<file path="src/sv/i2cq_pkg.sv">
package i2cq_pkg;

	// Bus commands issued per step
	typedef enum logic [2:0] {
		CMD_NONE   = 3'd0,
		CMD_START  = 3'd1,
		CMD_SEND   = 3'd2,
		CMD_RSTART = 3'd3,
		CMD_RCEN   = 3'd4,
		CMD_ACK    = 3'd5,
		CMD_STOP   = 3'd6
	} cmd_t;

	// Item kinds
	typedef enum logic {
		OP_ENQUEUE   = 1'b0,
		OP_BUS_EVENT = 1'b1
	} op_t;

	// Transfer sequencer phases
	typedef enum logic [3:0] {
		PH_IDLE   = 4'd0,
		PH_DEV    = 4'd1,
		PH_REG_HI = 4'd2,
		PH_REG_LO = 4'd3,
		PH_DATA   = 4'd4,
		PH_RD_DEV = 4'd5,
		PH_RCEN   = 4'd6,
		PH_ACK    = 4'd7,
		PH_STOP   = 4'd8
	} phase_t;

	// Controller states
	typedef enum logic [1:0] {
		ST_IDLE  = 2'd0,
		ST_FETCH = 2'd1,
		ST_EXEC  = 2'd2
	} ctrl_state_t;

	localparam logic [7:0] DEV_MASK = 8'hFE;
	localparam logic [7:0] DEV_READ = 8'h01;

	// One queued transfer, 59 bits
	typedef struct packed {
		logic        rd;
		logic        wide;
		logic [7:0]  dev;
		logic [15:0] reg_addr;
		logic [15:0] base;
		logic [15:0] len;
		logic        ntf;
	} desc_t;

	// Controller to datapath commands
	typedef struct packed {
		logic capture;
		logic fetch;
		logic exec;
	} ctrl_cmd_t;

	// Datapath to controller status
	typedef struct packed {
		logic out_stall;
	} dp_status_t;

endpackage

</file>
<file path="src/sv/i2cq_ctrl.sv">
module i2cq_ctrl (
	input  logic                 clk,
	input  logic                 arst_n,
	input  logic                 in_valid,
	output logic                 in_ready,
	input  i2cq_pkg::dp_status_t status,
	output i2cq_pkg::ctrl_cmd_t  cmd
);

	i2cq_pkg::ctrl_state_t state_q, state_nxt;

	// State register
	always_ff @(posedge clk or negedge arst_n) begin
		if (!arst_n) begin
			state_q <= i2cq_pkg::ST_IDLE;
		end else begin
			state_q <= state_nxt;
		end
	end

	// Next state and commands: take item, read head entry, commit step
	always_comb begin
		state_nxt   = state_q;
		in_ready    = 1'b0;
		cmd.capture = 1'b0;
		cmd.fetch   = 1'b0;
		cmd.exec    = 1'b0;
		unique case (state_q)
			i2cq_pkg::ST_IDLE: begin
				in_ready = 1'b1;
				if (in_valid) begin
					cmd.capture = 1'b1;
					state_nxt   = i2cq_pkg::ST_FETCH;
				end
			end
			i2cq_pkg::ST_FETCH: begin
				cmd.fetch = 1'b1;
				state_nxt = i2cq_pkg::ST_EXEC;
			end
			i2cq_pkg::ST_EXEC: begin
				// hold until the result register is free
				if (!status.out_stall) begin
					cmd.exec  = 1'b1;
					state_nxt = i2cq_pkg::ST_IDLE;
				end
			end
			default: begin
				state_nxt = i2cq_pkg::ST_IDLE;
			end
		endcase
	end

endmodule

</file>
<file path="src/sv/i2cq_dpath.sv">
module i2cq_dpath #(
	parameter int QUEUE_DEPTH = 8,
	parameter int IW          = $clog2(QUEUE_DEPTH),
	parameter int CW          = $clog2(QUEUE_DEPTH + 1)
) (
	input  logic                  clk,
	input  logic                  arst_n,
	input  i2cq_pkg::ctrl_cmd_t   cmd,
	output i2cq_pkg::dp_status_t  status,
	input  logic                  operation,
	input  logic                  is_read,
	input  logic                  wide_address,
	input  logic [7:0]            device_address,
	input  logic [15:0]           register_address,
	input  logic [15:0]           buffer_base,
	input  logic [15:0]           transfer_length,
	input  logic                  want_notify,
	input  logic [7:0]            received_byte,
	output logic                  out_valid,
	input  logic                  out_ready,
	output logic                  accepted,
	output logic                  kick_event,
	output logic [2:0]            bus_command,
	output logic [7:0]            byte_value,
	output logic                  send_from_buffer,
	output logic [15:0]           buffer_address,
	output logic                  store_byte,
	output logic                  nack_bit,
	output logic                  notify,
	output logic                  busy_res,
	output logic [CW-1:0]         queued_count
);

	localparam logic [IW-1:0] LAST_IDX = IW'(QUEUE_DEPTH - 1);
	localparam logic [CW-1:0] FULL_CNT = CW'(QUEUE_DEPTH);

	// Captured item
	logic                  op_q;
	i2cq_pkg::desc_t       in_desc_q;
	logic [7:0]            rx_q;

	// Queue storage and control state
	i2cq_pkg::desc_t       mem [QUEUE_DEPTH];
	i2cq_pkg::desc_t       head_desc_q;
	logic [IW-1:0]         head_q, tail_q;
	logic [CW-1:0]         count_q;
	i2cq_pkg::phase_t      phase_q;
	logic [15:0]           pos_q;
	logic                  busy_q;

	// Step results
	logic                  enq_ok;
	logic                  head_adv;
	logic [CW-1:0]         count_nxt;
	i2cq_pkg::phase_t      phase_nxt;
	logic [15:0]           pos_nxt;
	logic                  busy_nxt;
	logic                  r_acc, r_kick, r_sfb, r_store, r_nack, r_ntf;
	i2cq_pkg::cmd_t        r_cmd;
	logic [7:0]            r_bval;
	logic [15:0]           r_baddr;
	logic [15:0]           len_eff;
	logic [15:0]           pos_inc;
	logic [15:0]           base_sum;
	logic                  last_byte;

	// Output register
	logic                  out_valid_q;
	logic                  acc_q, kick_q, sfb_q, store_q, nack_q, ntf_q, busy_res_q;
	i2cq_pkg::cmd_t        cmd_q;
	logic [7:0]            bval_q;
	logic [15:0]           baddr_q;
	logic [CW-1:0]         qcnt_q;

	assign status.out_stall = out_valid_q && !out_ready;

	// Capture the incoming item
	always_ff @(posedge clk) begin
		if (cmd.capture) begin
			op_q               <= operation;
			in_desc_q.rd       <= is_read;
			in_desc_q.wide     <= wide_address;
			in_desc_q.dev      <= device_address & i2cq_pkg::DEV_MASK;
			in_desc_q.reg_addr <= register_address;
			in_desc_q.base     <= buffer_base;
			in_desc_q.len      <= transfer_length;
			in_desc_q.ntf      <= want_notify;
			rx_q               <= received_byte;
		end
	end

	// Descriptor memory: write at tail, registered read at head
	always_ff @(posedge clk) begin
		if (cmd.exec && enq_ok) begin
			mem[tail_q] <= in_desc_q;
		end
		if (cmd.fetch) begin
			head_desc_q <= mem[head_q];
		end
	end

	assign len_eff   = (head_desc_q.len == 16'd0) ? 16'd1 : head_desc_q.len;
	assign pos_inc   = pos_q + 16'd1;
	assign base_sum  = head_desc_q.base + pos_q;
	assign last_byte = pos_inc >= len_eff;

	// Step logic for both item kinds
	always_comb begin
		enq_ok    = 1'b0;
		head_adv  = 1'b0;
		count_nxt = count_q;
		phase_nxt = phase_q;
		pos_nxt   = pos_q;
		busy_nxt  = busy_q;
		r_acc     = 1'b0;
		r_kick    = 1'b0;
		r_cmd     = i2cq_pkg::CMD_NONE;
		r_bval    = 8'd0;
		r_sfb     = 1'b0;
		r_baddr   = 16'd0;
		r_store   = 1'b0;
		r_nack    = 1'b0;
		r_ntf     = 1'b0;
		if (op_q == i2cq_pkg::OP_ENQUEUE) begin
			// store unless full; kick when the bus is idle
			if (count_q < FULL_CNT) begin
				enq_ok    = 1'b1;
				count_nxt = count_q + CW'(1);
				r_acc     = 1'b1;
				r_kick    = !busy_q;
			end
		end else if (count_q == '0) begin
			busy_nxt = 1'b0;
		end else begin
			busy_nxt = 1'b1;
			case (phase_q)
				i2cq_pkg::PH_IDLE: begin
					r_cmd     = i2cq_pkg::CMD_START;
					phase_nxt = i2cq_pkg::PH_DEV;
				end
				i2cq_pkg::PH_DEV: begin
					r_cmd     = i2cq_pkg::CMD_SEND;
					r_bval    = head_desc_q.dev;
					phase_nxt = head_desc_q.wide ? i2cq_pkg::PH_REG_HI : i2cq_pkg::PH_REG_LO;
				end
				i2cq_pkg::PH_REG_HI: begin
					r_cmd     = i2cq_pkg::CMD_SEND;
					r_bval    = head_desc_q.reg_addr[15:8];
					phase_nxt = i2cq_pkg::PH_REG_LO;
				end
				i2cq_pkg::PH_REG_LO: begin
					r_cmd     = i2cq_pkg::CMD_SEND;
					r_bval    = head_desc_q.reg_addr[7:0];
					phase_nxt = i2cq_pkg::PH_DATA;
				end
				i2cq_pkg::PH_DATA: begin
					if (head_desc_q.rd) begin
						r_cmd     = i2cq_pkg::CMD_RSTART;
						phase_nxt = i2cq_pkg::PH_RD_DEV;
					end else begin
						// send data byte fetched from the buffer
						r_cmd   = i2cq_pkg::CMD_SEND;
						r_sfb   = 1'b1;
						r_baddr = base_sum;
						pos_nxt = pos_inc;
						if (last_byte) begin
							phase_nxt = i2cq_pkg::PH_RD_DEV;
							pos_nxt   = 16'd0;
							r_ntf     = head_desc_q.ntf;
						end
					end
				end
				default: begin
					if (head_desc_q.rd && phase_q == i2cq_pkg::PH_RD_DEV) begin
						r_cmd     = i2cq_pkg::CMD_SEND;
						r_bval    = head_desc_q.dev | i2cq_pkg::DEV_READ;
						phase_nxt = i2cq_pkg::PH_RCEN;
					end else if (head_desc_q.rd && phase_q == i2cq_pkg::PH_RCEN) begin
						r_cmd     = i2cq_pkg::CMD_RCEN;
						phase_nxt = i2cq_pkg::PH_ACK;
					end else if (head_desc_q.rd && phase_q == i2cq_pkg::PH_ACK) begin
						// store received byte, NACK the last one
						r_cmd     = i2cq_pkg::CMD_ACK;
						r_store   = 1'b1;
						r_bval    = rx_q;
						r_baddr   = base_sum;
						pos_nxt   = pos_inc;
						phase_nxt = i2cq_pkg::PH_RCEN;
						if (last_byte) begin
							r_nack    = 1'b1;
							phase_nxt = i2cq_pkg::PH_STOP;
							pos_nxt   = 16'd0;
							r_ntf     = head_desc_q.ntf;
						end
					end else begin
						// stop and retire the head transfer
						r_cmd     = i2cq_pkg::CMD_STOP;
						phase_nxt = i2cq_pkg::PH_IDLE;
						pos_nxt   = 16'd0;
						head_adv  = 1'b1;
						count_nxt = count_q - CW'(1);
					end
				end
			endcase
		end
	end

	// Queue pointers and sequencer state
	always_ff @(posedge clk or negedge arst_n) begin
		if (!arst_n) begin
			head_q  <= '0;
			tail_q  <= '0;
			count_q <= '0;
			phase_q <= i2cq_pkg::PH_IDLE;
			pos_q   <= 16'd0;
			busy_q  <= 1'b0;
		end else if (cmd.exec) begin
			if (enq_ok) begin
				tail_q <= (tail_q == LAST_IDX) ? '0 : tail_q + IW'(1);
			end
			if (head_adv) begin
				head_q <= (head_q == LAST_IDX) ? '0 : head_q + IW'(1);
			end
			count_q <= count_nxt;
			phase_q <= phase_nxt;
			pos_q   <= pos_nxt;
			busy_q  <= busy_nxt;
		end
	end

	// Result valid: set on commit, drop when taken
	always_ff @(posedge clk or negedge arst_n) begin
		if (!arst_n) begin
			out_valid_q <= 1'b0;
		end else if (cmd.exec) begin
			out_valid_q <= 1'b1;
		end else if (out_ready) begin
			out_valid_q <= 1'b0;
		end
	end

	// Result payload
	always_ff @(posedge clk) begin
		if (cmd.exec) begin
			acc_q      <= r_acc;
			kick_q     <= r_kick;
			cmd_q      <= r_cmd;
			bval_q     <= r_bval;
			sfb_q      <= r_sfb;
			baddr_q    <= r_baddr;
			store_q    <= r_store;
			nack_q     <= r_nack;
			ntf_q      <= r_ntf;
			busy_res_q <= busy_nxt;
			qcnt_q     <= count_nxt;
		end
	end

	assign out_valid        = out_valid_q;
	assign accepted         = acc_q;
	assign kick_event       = kick_q;
	assign bus_command      = cmd_q;
	assign byte_value       = bval_q;
	assign send_from_buffer = sfb_q;
	assign buffer_address   = baddr_q;
	assign store_byte       = store_q;
	assign nack_bit         = nack_q;
	assign notify           = ntf_q;
	assign busy_res         = busy_res_q;
	assign queued_count     = qcnt_q;

endmodule

</file>
<file path="src/sv/i2c_master_transfer_queue_unit.sv">
// Channel  | Handshake            | Payload
// ---------+----------------------+-------------------------------------------------
// input    | in_valid / in_ready  | operation, is_read, wide_address, device_address,
//          |                      | register_address, buffer_base, transfer_length,
//          |                      | want_notify, received_byte
// output   | out_valid/out_ready  | accepted, kick_event, bus_command, byte_value,
//          |                      | send_from_buffer, buffer_address, store_byte,
//          |                      | nack_bit, notify, busy_res, queued_count
//
// Each item goes through capture, head-entry read from the descriptor
// memory (registered read port), then commit of the step into the result register.
// One item is in flight at a time; the next may be taken while a result waits.
// A stalled output holds the commit cycle until the result register frees up.
// Reset clears queue pointers, count, phase, position and the busy flag; the
// descriptor memory is not cleared, entries are used only after being written.
module i2c_master_transfer_queue_unit #(
	parameter int QUEUE_DEPTH = 8
) (
	input  logic                               clk,
	input  logic                               arst_n,
	input  logic                               in_valid,
	output logic                               in_ready,
	input  logic                               operation,
	input  logic                               is_read,
	input  logic                               wide_address,
	input  logic [7:0]                         device_address,
	input  logic [15:0]                        register_address,
	input  logic [15:0]                        buffer_base,
	input  logic [15:0]                        transfer_length,
	input  logic                               want_notify,
	input  logic [7:0]                         received_byte,
	output logic                               out_valid,
	input  logic                               out_ready,
	output logic                               accepted,
	output logic                               kick_event,
	output logic [2:0]                         bus_command,
	output logic [7:0]                         byte_value,
	output logic                               send_from_buffer,
	output logic [15:0]                        buffer_address,
	output logic                               store_byte,
	output logic                               nack_bit,
	output logic                               notify,
	output logic                               busy_res,
	output logic [$clog2(QUEUE_DEPTH+1)-1:0]   queued_count
);

	i2cq_pkg::ctrl_cmd_t  cmd;
	i2cq_pkg::dp_status_t status;

	i2cq_ctrl u_ctrl (
		.clk      (clk),
		.arst_n   (arst_n),
		.in_valid (in_valid),
		.in_ready (in_ready),
		.status   (status),
		.cmd      (cmd)
	);

	i2cq_dpath #(
		.QUEUE_DEPTH (QUEUE_DEPTH)
	) u_dpath (
		.clk              (clk),
		.arst_n           (arst_n),
		.cmd              (cmd),
		.status           (status),
		.operation        (operation),
		.is_read          (is_read),
		.wide_address     (wide_address),
		.device_address   (device_address),
		.register_address (register_address),
		.buffer_base      (buffer_base),
		.transfer_length  (transfer_length),
		.want_notify      (want_notify),
		.received_byte    (received_byte),
		.out_valid        (out_valid),
		.out_ready        (out_ready),
		.accepted         (accepted),
		.kick_event       (kick_event),
		.bus_command      (bus_command),
		.byte_value       (byte_value),
		.send_from_buffer (send_from_buffer),
		.buffer_address   (buffer_address),
		.store_byte       (store_byte),
		.nack_bit         (nack_bit),
		.notify           (notify),
		.busy_res         (busy_res),
		.queued_count     (queued_count)
	);

endmodule
</file>
<file path="config.mk">
export PLATFORM = sky130hd
export DESIGN_NAME = i2c_master_transfer_queue_unit
export DESIGN_NICKNAME = d
export VERILOG_FILES = /design/src/sv/i2cq_pkg.sv /design/src/sv/i2cq_ctrl.sv /design/src/sv/i2cq_dpath.sv /design/src/sv/i2c_master_transfer_queue_unit.sv
export SDC_FILE = /design/constraint.sdc
export NUM_CORES = 1
export LEC_CHECK = 0
export BUFFER_PORTS_ARGS = -buffer_cell sky130_fd_sc_hd__buf_4
export CAP_MARGIN = 20
export CORE_UTILIZATION = 25
export CTS_CLUSTER_SIZE = 10
export DETAILED_ROUTE_END_ITERATION = 6
export GPL_TIMING_DRIVEN = 0
export HOLD_SLACK_MARGIN = 0.02
export PLACE_DENSITY_LB_ADDON = 0.2
export REMOVE_ABC_BUFFERS = 1
export SLEW_MARGIN = 25
export SYNTH_ARGS = -nofsm -noshare
export SYNTH_HDL_FRONTEND = slang
export SYNTH_SLANG_ARGS = --single-unit
</file>
<file path="constraint.sdc">
create_clock -name clk -period 7.2 [get_ports clk]
set_clock_uncertainty 0.05 [all_clocks]
set_input_delay 0.36 -clock clk [delete_from_list [all_inputs] [get_ports clk]]
set_output_delay 0.36 -clock clk [all_outputs]
set_load 0.02 [all_outputs]
</file>
* Yosys cells after proc, flatten, opt, wreduce, memory -nomap -nowiden
Memory sizes are Yosys's and may differ from the RTL's. A register that Yosys moved wholly into a read port is not among the register bits.
Index checks and enable logic that the tools add are counted.
** Cells by class
- Bitwise gates (word level) :: 6
- Reductions and logical operators :: 26
- Add/subtract/negate cells :: 6
- Equality and inequality tests :: 17
- Shift-type cells :: 0
- $mul :: 0
- Div/mod/pow operators :: 0
- Multiplexer cells :: 70
- Magnitude comparators :: 2
** Operator list (number)
- $mux W16 :: 10
- $pmux W16 S2 :: 2
- $mux W4 :: 13
- $pmux W8 S4 :: 1
- $mux W1 :: 30
- $mux W8 :: 3
- $pmux W4 S5 :: 1
- $add A16 B1 Y16 const B :: 1
- $add A16 B16 Y16 :: 1
- $eq A4 B3 Y1 const B :: 4
- $ge A16 B16 Y1 :: 1
- $logic_not A16 Y1 :: 1
- $mux W3 :: 4
- $ne A2 B2 Y1 const B :: 5
- $reduce_or A10 Y1 :: 1
- $pmux W3 S3 :: 1
- $reduce_or A9 Y1 :: 1
- $eq A4 B2 Y1 const B :: 2
- $logic_not A4 Y1 :: 2
- $reduce_and A7 Y1 :: 1
- $add A3 B1 Y3 const B :: 2
- $eq A3 B3 Y1 const B :: 2
- $mux W2 :: 3
- $not A1 Y1 :: 6
- other kinds (19) :: 29
** Word-level totals
- Latch bits :: 0
- Memories :: 1
- Bits in read-only memories :: 0
- Input port bits :: 72
- Register bits after elaboration :: 147
- Memory bits (writable) :: 464
** Memory list
- u_dpath.mem :: depth 8, bits a word 58, read ports 1, clocked after Yosys merged registers in 1, write ports 1, line i2cq_dpath.sv:43 : i2cq_pkg::desc_t mem [QUEUE_DEPTH];

* Longest topological paths before layout
- Depth in word-level cells :: 9
- Depth in mapped cells :: 13
- Gate-level depth less buffers :: 11

* Cells and area by module
From an unflattened synthesis, not the netlist that was laid out.
** Unflattened totals
- Cell total of the unflattened synthesis :: 1300
- Area total of the unflattened synthesis :: 25914.9 um^2
** Modules (own cells, without submodules)
- i2cq_dpath :: sequential area each 19628.8 um^2, cells each 1291, area an instance 25816.0 um^2, times used 1
- i2cq_ctrl :: sequential area each 50.0 um^2, cells each 9, area an instance 98.8 um^2, times used 1

* Least setup slack after synthesis
OpenSTA, ideal clock, no wires.
- Kind :: register to register
- Start :: reg u_dpath.out_valid_q, in the netlist u_dpath.out_valid
- End :: mem u_dpath.mem[0][0] (netlist bit), enable pin
- Slack :: 1193 ps
- Cell stages (with the launch flop) :: 7
- Data required time :: 6605 ps
- Data arrival time :: 5412 ps
- Path buffers :: 0
- Cells stage by stage :: dfrtp_1 > nand2b_1 > nand2b_4 > inv_6 > nand2_1 > or2_2 > nor3_1
** RTL lines
- from (decl) :: line i2cq_dpath.sv:68 : logic out_valid_q;
- from (signal assigned) :: line i2cq_dpath.sv:234 : out_valid_q <= 1'b0;
- from (signal assigned) :: line i2cq_dpath.sv:236 : out_valid_q <= 1'b1;
- from (signal assigned) :: line i2cq_dpath.sv:238 : out_valid_q <= 1'b0;
- to (decl) :: line i2cq_dpath.sv:43

* Worst setup path in the final report
- Start :: reg u_dpath.pos_q[2]
- End :: reg u_dpath.pos_q[11]
** On the way
- Word-level cells in the longest chain between the ends :: 7
- Elaborated cells between the ends (all ways) :: 8
- Those cells by class :: 1 x add/sub; 1 x order compare; 6 x mux
** Ends and longest elaborated chain
- from (decl) :: line i2cq_dpath.sv:48 : logic [15:0] pos_q;
- from (signal assigned) :: line i2cq_dpath.sv:226 : pos_q <= pos_nxt;
- $add A16 B1 Y16 * :: line i2cq_dpath.sv:103 : assign pos_inc = pos_q + 16'd1;
- $ge A16 B16 Y1 :: line i2cq_dpath.sv:105 : assign last_byte = pos_inc >= len_eff;
- $mux W16 * :: line i2cq_dpath.sv:166, i2cq_dpath.sv:189
- $mux W16 :: line i2cq_dpath.sv:181 : end else if (head_desc_q.rd && phase_q == i2cq_pkg::PH_ACK) begin
- $mux W16 :: line i2cq_dpath.sv:178 : end else if (head_desc_q.rd && phase_q == i2cq_pkg::PH_RCEN) begin
- $mux W16 :: line i2cq_dpath.sv:174 : if (head_desc_q.rd && phase_q == i2cq_pkg::PH_RD_DEV) begin
- $pmux W16 S2 * :: line i2cq_dpath.sv:136 : case (phase_q)
Every way passes the cells marked *; elsewhere a longest branch is shown, timed or not. The select of a mux whose other input is x is not followed.
A chain may end at the register's enable or synchronous reset.

==> metrics.csv <==
stage;metric;value;unit
run_status;status;finished, final reports clean;
worst_setup_path;rr_endpoint;u_dpath.pos_q[11];
sta;fin_tns_setup;0;ps
worst_setup_path;regToRegSetupSlack;3480;ps
synthesis;synth_top_cells_by_count;edfxtp_1 (627), mux4_2 (116), mux2_2 (71), nor2_1 (51), nand2_1 (50);
drt;dr_wl_met2;29.9;mm
cells_and_area;n_antenna_cell;0;
worst_setup_path;critPathKind;flip-flop to flip-flop;
cells_and_area;fillers;9905;
worst_setup_path;required;7650;ps
synthesis;yosysMostFrequentCell;edfxtp_1;
clock_tree;cts.sinks;661;
clock_tree;cts_resized;0;
sta;period_minus_slack;3720;ps
drt;vias_per_cell;4.34;
min_path;hold_start;out_ready;
drt;drt_first_pass_iters;7;
drt;highest_layer;met4;
drt;wirelength;62.1;mm
synthesis;synth_cells;1323;
drt;wl_per_cell;20.7;um
cells_and_area;area_growth;24.4;%
place;port_buffers;110;
floorplanning;die_y;325;um
floorplanning;row_count;118;
sta;drv_slew;0;
power;switching_share;27.4;%
worst_setup_path;critPathLaunch;u_dpath.pos_q[2];
floorplanning;ios;112;
sta;timing.final.crit_share;51.6;%
worst_setup_path;arrival;4170;ps
place;hpwl;40.1;mm
worst_setup_path;critPathLaunchType;flip-flop;
power;internal-power;7.81;mW
synthesis;synth_top_area_share;72.2;%
min_path;hp-class;primary input to flip-flop;
power;pwr_density_cell;331;mW/mm^2
sta;worstMarginPinSlew;1030;ps
run;max-cap-violations;0;
floorplanning;dieArea;0.106;sq mm
sta;relSlewSlack;31.2;%
clock_tree;cts_setup_buffers;0;
sta;max_freq;269;MHz
power;ir_drop;0.158;mV
worst_setup_path;crit_fanout;18;
place;gp_congestion;0.743;
power;leakage;10.7;nW
synthesis;avgSynthCellArea;19.7;sq um
global_route;grt_max_degree;48;
power;combPwrFrac;21.1;%
sta;setup_violations;0;
synthesis;yosys.area.top_type;edfxtp_1;
synthesis;syn-cell-area;0.0261;sq mm
clock_tree;cts_max_level;3;
worst_setup_path;reg2reg_from;u_dpath.pos_q[2];
synthesis;synth-seq-cells;661;
drt;ant_nets;0;
cells_and_area;drive_above_1_share;29.2;%
sta;hold_violations;0;
synthesis;synth_cell_types;68;
clock_tree;hold_buffers;69;
drt;via_count;13047;
drt;wl_met1;28.7;mm
floorplanning;core;0.103;sq mm
global_route;grt_pass1_vias;13994;
drt;drt_iter0_markers;897;
drt;met3WireLength;2.33;mm
synthesis;seq_area_frac_synth;75.5;%
place;dpl_cell_area;0.0296;sq mm
clock_tree;worstSkewPairLatency;630;ps
clock_tree;tritoncts;yes;
power;p_clk_share;32.4;%
cells_and_area;fin_nets;1702;
global_route;grt_antenna_before_repair;1;
global_route;grt_overflow_total;0;
global_route;grt_pass1_wl;92.7;mm
clock_tree;cts_root_buf;clkbuf_16;
clock_tree;cts_buffer_depth;3;
floorplanning;start_util;25.2;%
synthesis;ys_warn_count;0;
power;switchingPower;2.95;mW
clock_tree;cts_buffers;78;
clock_tree;clkTransAtPathRegs;60;ps
drt;drc_errors;0;
worst_setup_path;reg2reg_depth;11;
cells_and_area;design_area;0.0324;sq mm
worst_setup_path;endpoint;u_dpath.pos_q[11];
synthesis;synth_top_flop_cell;edfxtp_1;
sta;rsz0062_at_grt;no;
synthesis;ys_top_cells_by_area;edfxtp_1 (72%), mux4_2 (10%), dfrtp_1 (3.3%);
worst_setup_path;cp-end-kind;flip-flop;
global_route;grt_util_all_layers;11.9;%
synthesis;synthArstFlopShare;5.14;%
floorplanning;dieWidth;325;um
synthesis;synth_edf_count;627;
power;pwr-share-seq;46.5;%
-- final cells by class --
| class | instances | area, sq um | share of cell area [%] |
|---|---|---|---|
| Clock buffer | 101 | 2050 | 6.31 |
| Clock inverter | 12 | 125 | 0.386 |
| Inverter | 29 | 114 | 0.351 |
| Multi-Input combinational cell | 579 | 6080 | 18.8 |
| Sequential cell | 661 | 19700 | 60.7 |
| Tap cell | 1380 | 1730 | 5.32 |
| Timing Repair Buffer | 242 | 2650 | 8.17 |
-- power groups by stage --
stage | logic [mW] | clock network (mW) | registers, mW
2_1_floorplan | 1.45 | 0 | 5.19
3_3_place_gp | 2.15 | 0 | 5.42
3_5_place_dp | 2.29 | 0 | 5.08
4_1_cts | 2.34 | 3.62 | 5.01
5_1_grt | 2.49 | 3.74 | 5.05
6_report | 2.27 | 3.49 | 5.00
-- state kept, by name (all words and copies together) (netlist names), 8 cells and up --
name and flops:
u_dpath.mem 464, u_dpath.head_desc_q 58, u_dpath.in_desc_q 58, u_dpath.buffer_address 16, u_dpath.pos_q 16, u_dpath.byte_value 8, u_dpath.rx_q 8
-- cells by family after synthesis --
kind of cell,share of synthesized area (%)
DFF,75.5
AOI/OAI and AO/OA,3.37
adders and majority gates,1.90
xor gates and xnor gates,0.974
muxes,13.2
and+or+nand+nor,3.57
buffers and inverters,1.54
-- per-stage QoR --
stage                     utilization [%]  hold WS (ps)  total power [mW]  worst slack (ps)  std cells
after floorplan                         -          14.4              6.64              1190       1269
after global placement               27.4           320              7.57             -4780       2759
after detailed placement             28.6           329              7.37              3260       2822
after CTS                            31.3          27.4              11.0              3190       3004
after global routing                 31.3          77.4              11.3              3140       3004
final                                31.3          79.1              10.8              3480       3004
-- layer usage --
layer,track usage [%],up-vias
met5,0,-
li1,-,5882
met4,2.75,0
met2,19.4,278
met3,2.37,91
met1,16.1,6796
-- worst min path at each step --
stage,endpoint,slack (ps),cells after the start
2_1_floorplan,u_ctrl.state_q[0],10,0
3_3_place_gp,u_dpath.pos_q[15],320,1
3_5_place_dp,u_dpath.pos_q[12],330,1
4_1_cts,u_dpath.out_valid,30,3
5_1_grt,u_ctrl.state_q[1],80,3
6_report,u_dpath.out_valid,80,3
-- cells in the final DEF (no fill, tap or decap), drive strengths merged, types with 6 or more instances in the layout --
cell type and n:
edfxtp 627, buf 173, mux4 116, clkbuf 101, mux2 72, dlygate4sd3 69, nor2 52, nand2 51
a21oi 42, ha 38, dfrtp 34, inv 32, o21ai 23, nor3 21, xnor2 18, xor2 11
and2 11, nand2b 10, nand3 9, o21a 9, o31ai 8, clkinv 8, a22o 7, a22oi 7
nor2b 7, a211oi 6, a21o 6
-- critical path, stage by stage (launching register included) --
cell and delay (ps):
dfrtp_1 500, and4_1 310, and4_1 300, nand4_1 190, xnor2_1 220, ha_1 320
nand4_1 120, nor3_1 230, o21ai_0 170, o21ai_4 570, nor2_1 260, a221o_1 350
No activity file was read; power rests on OpenSTA's default activity.
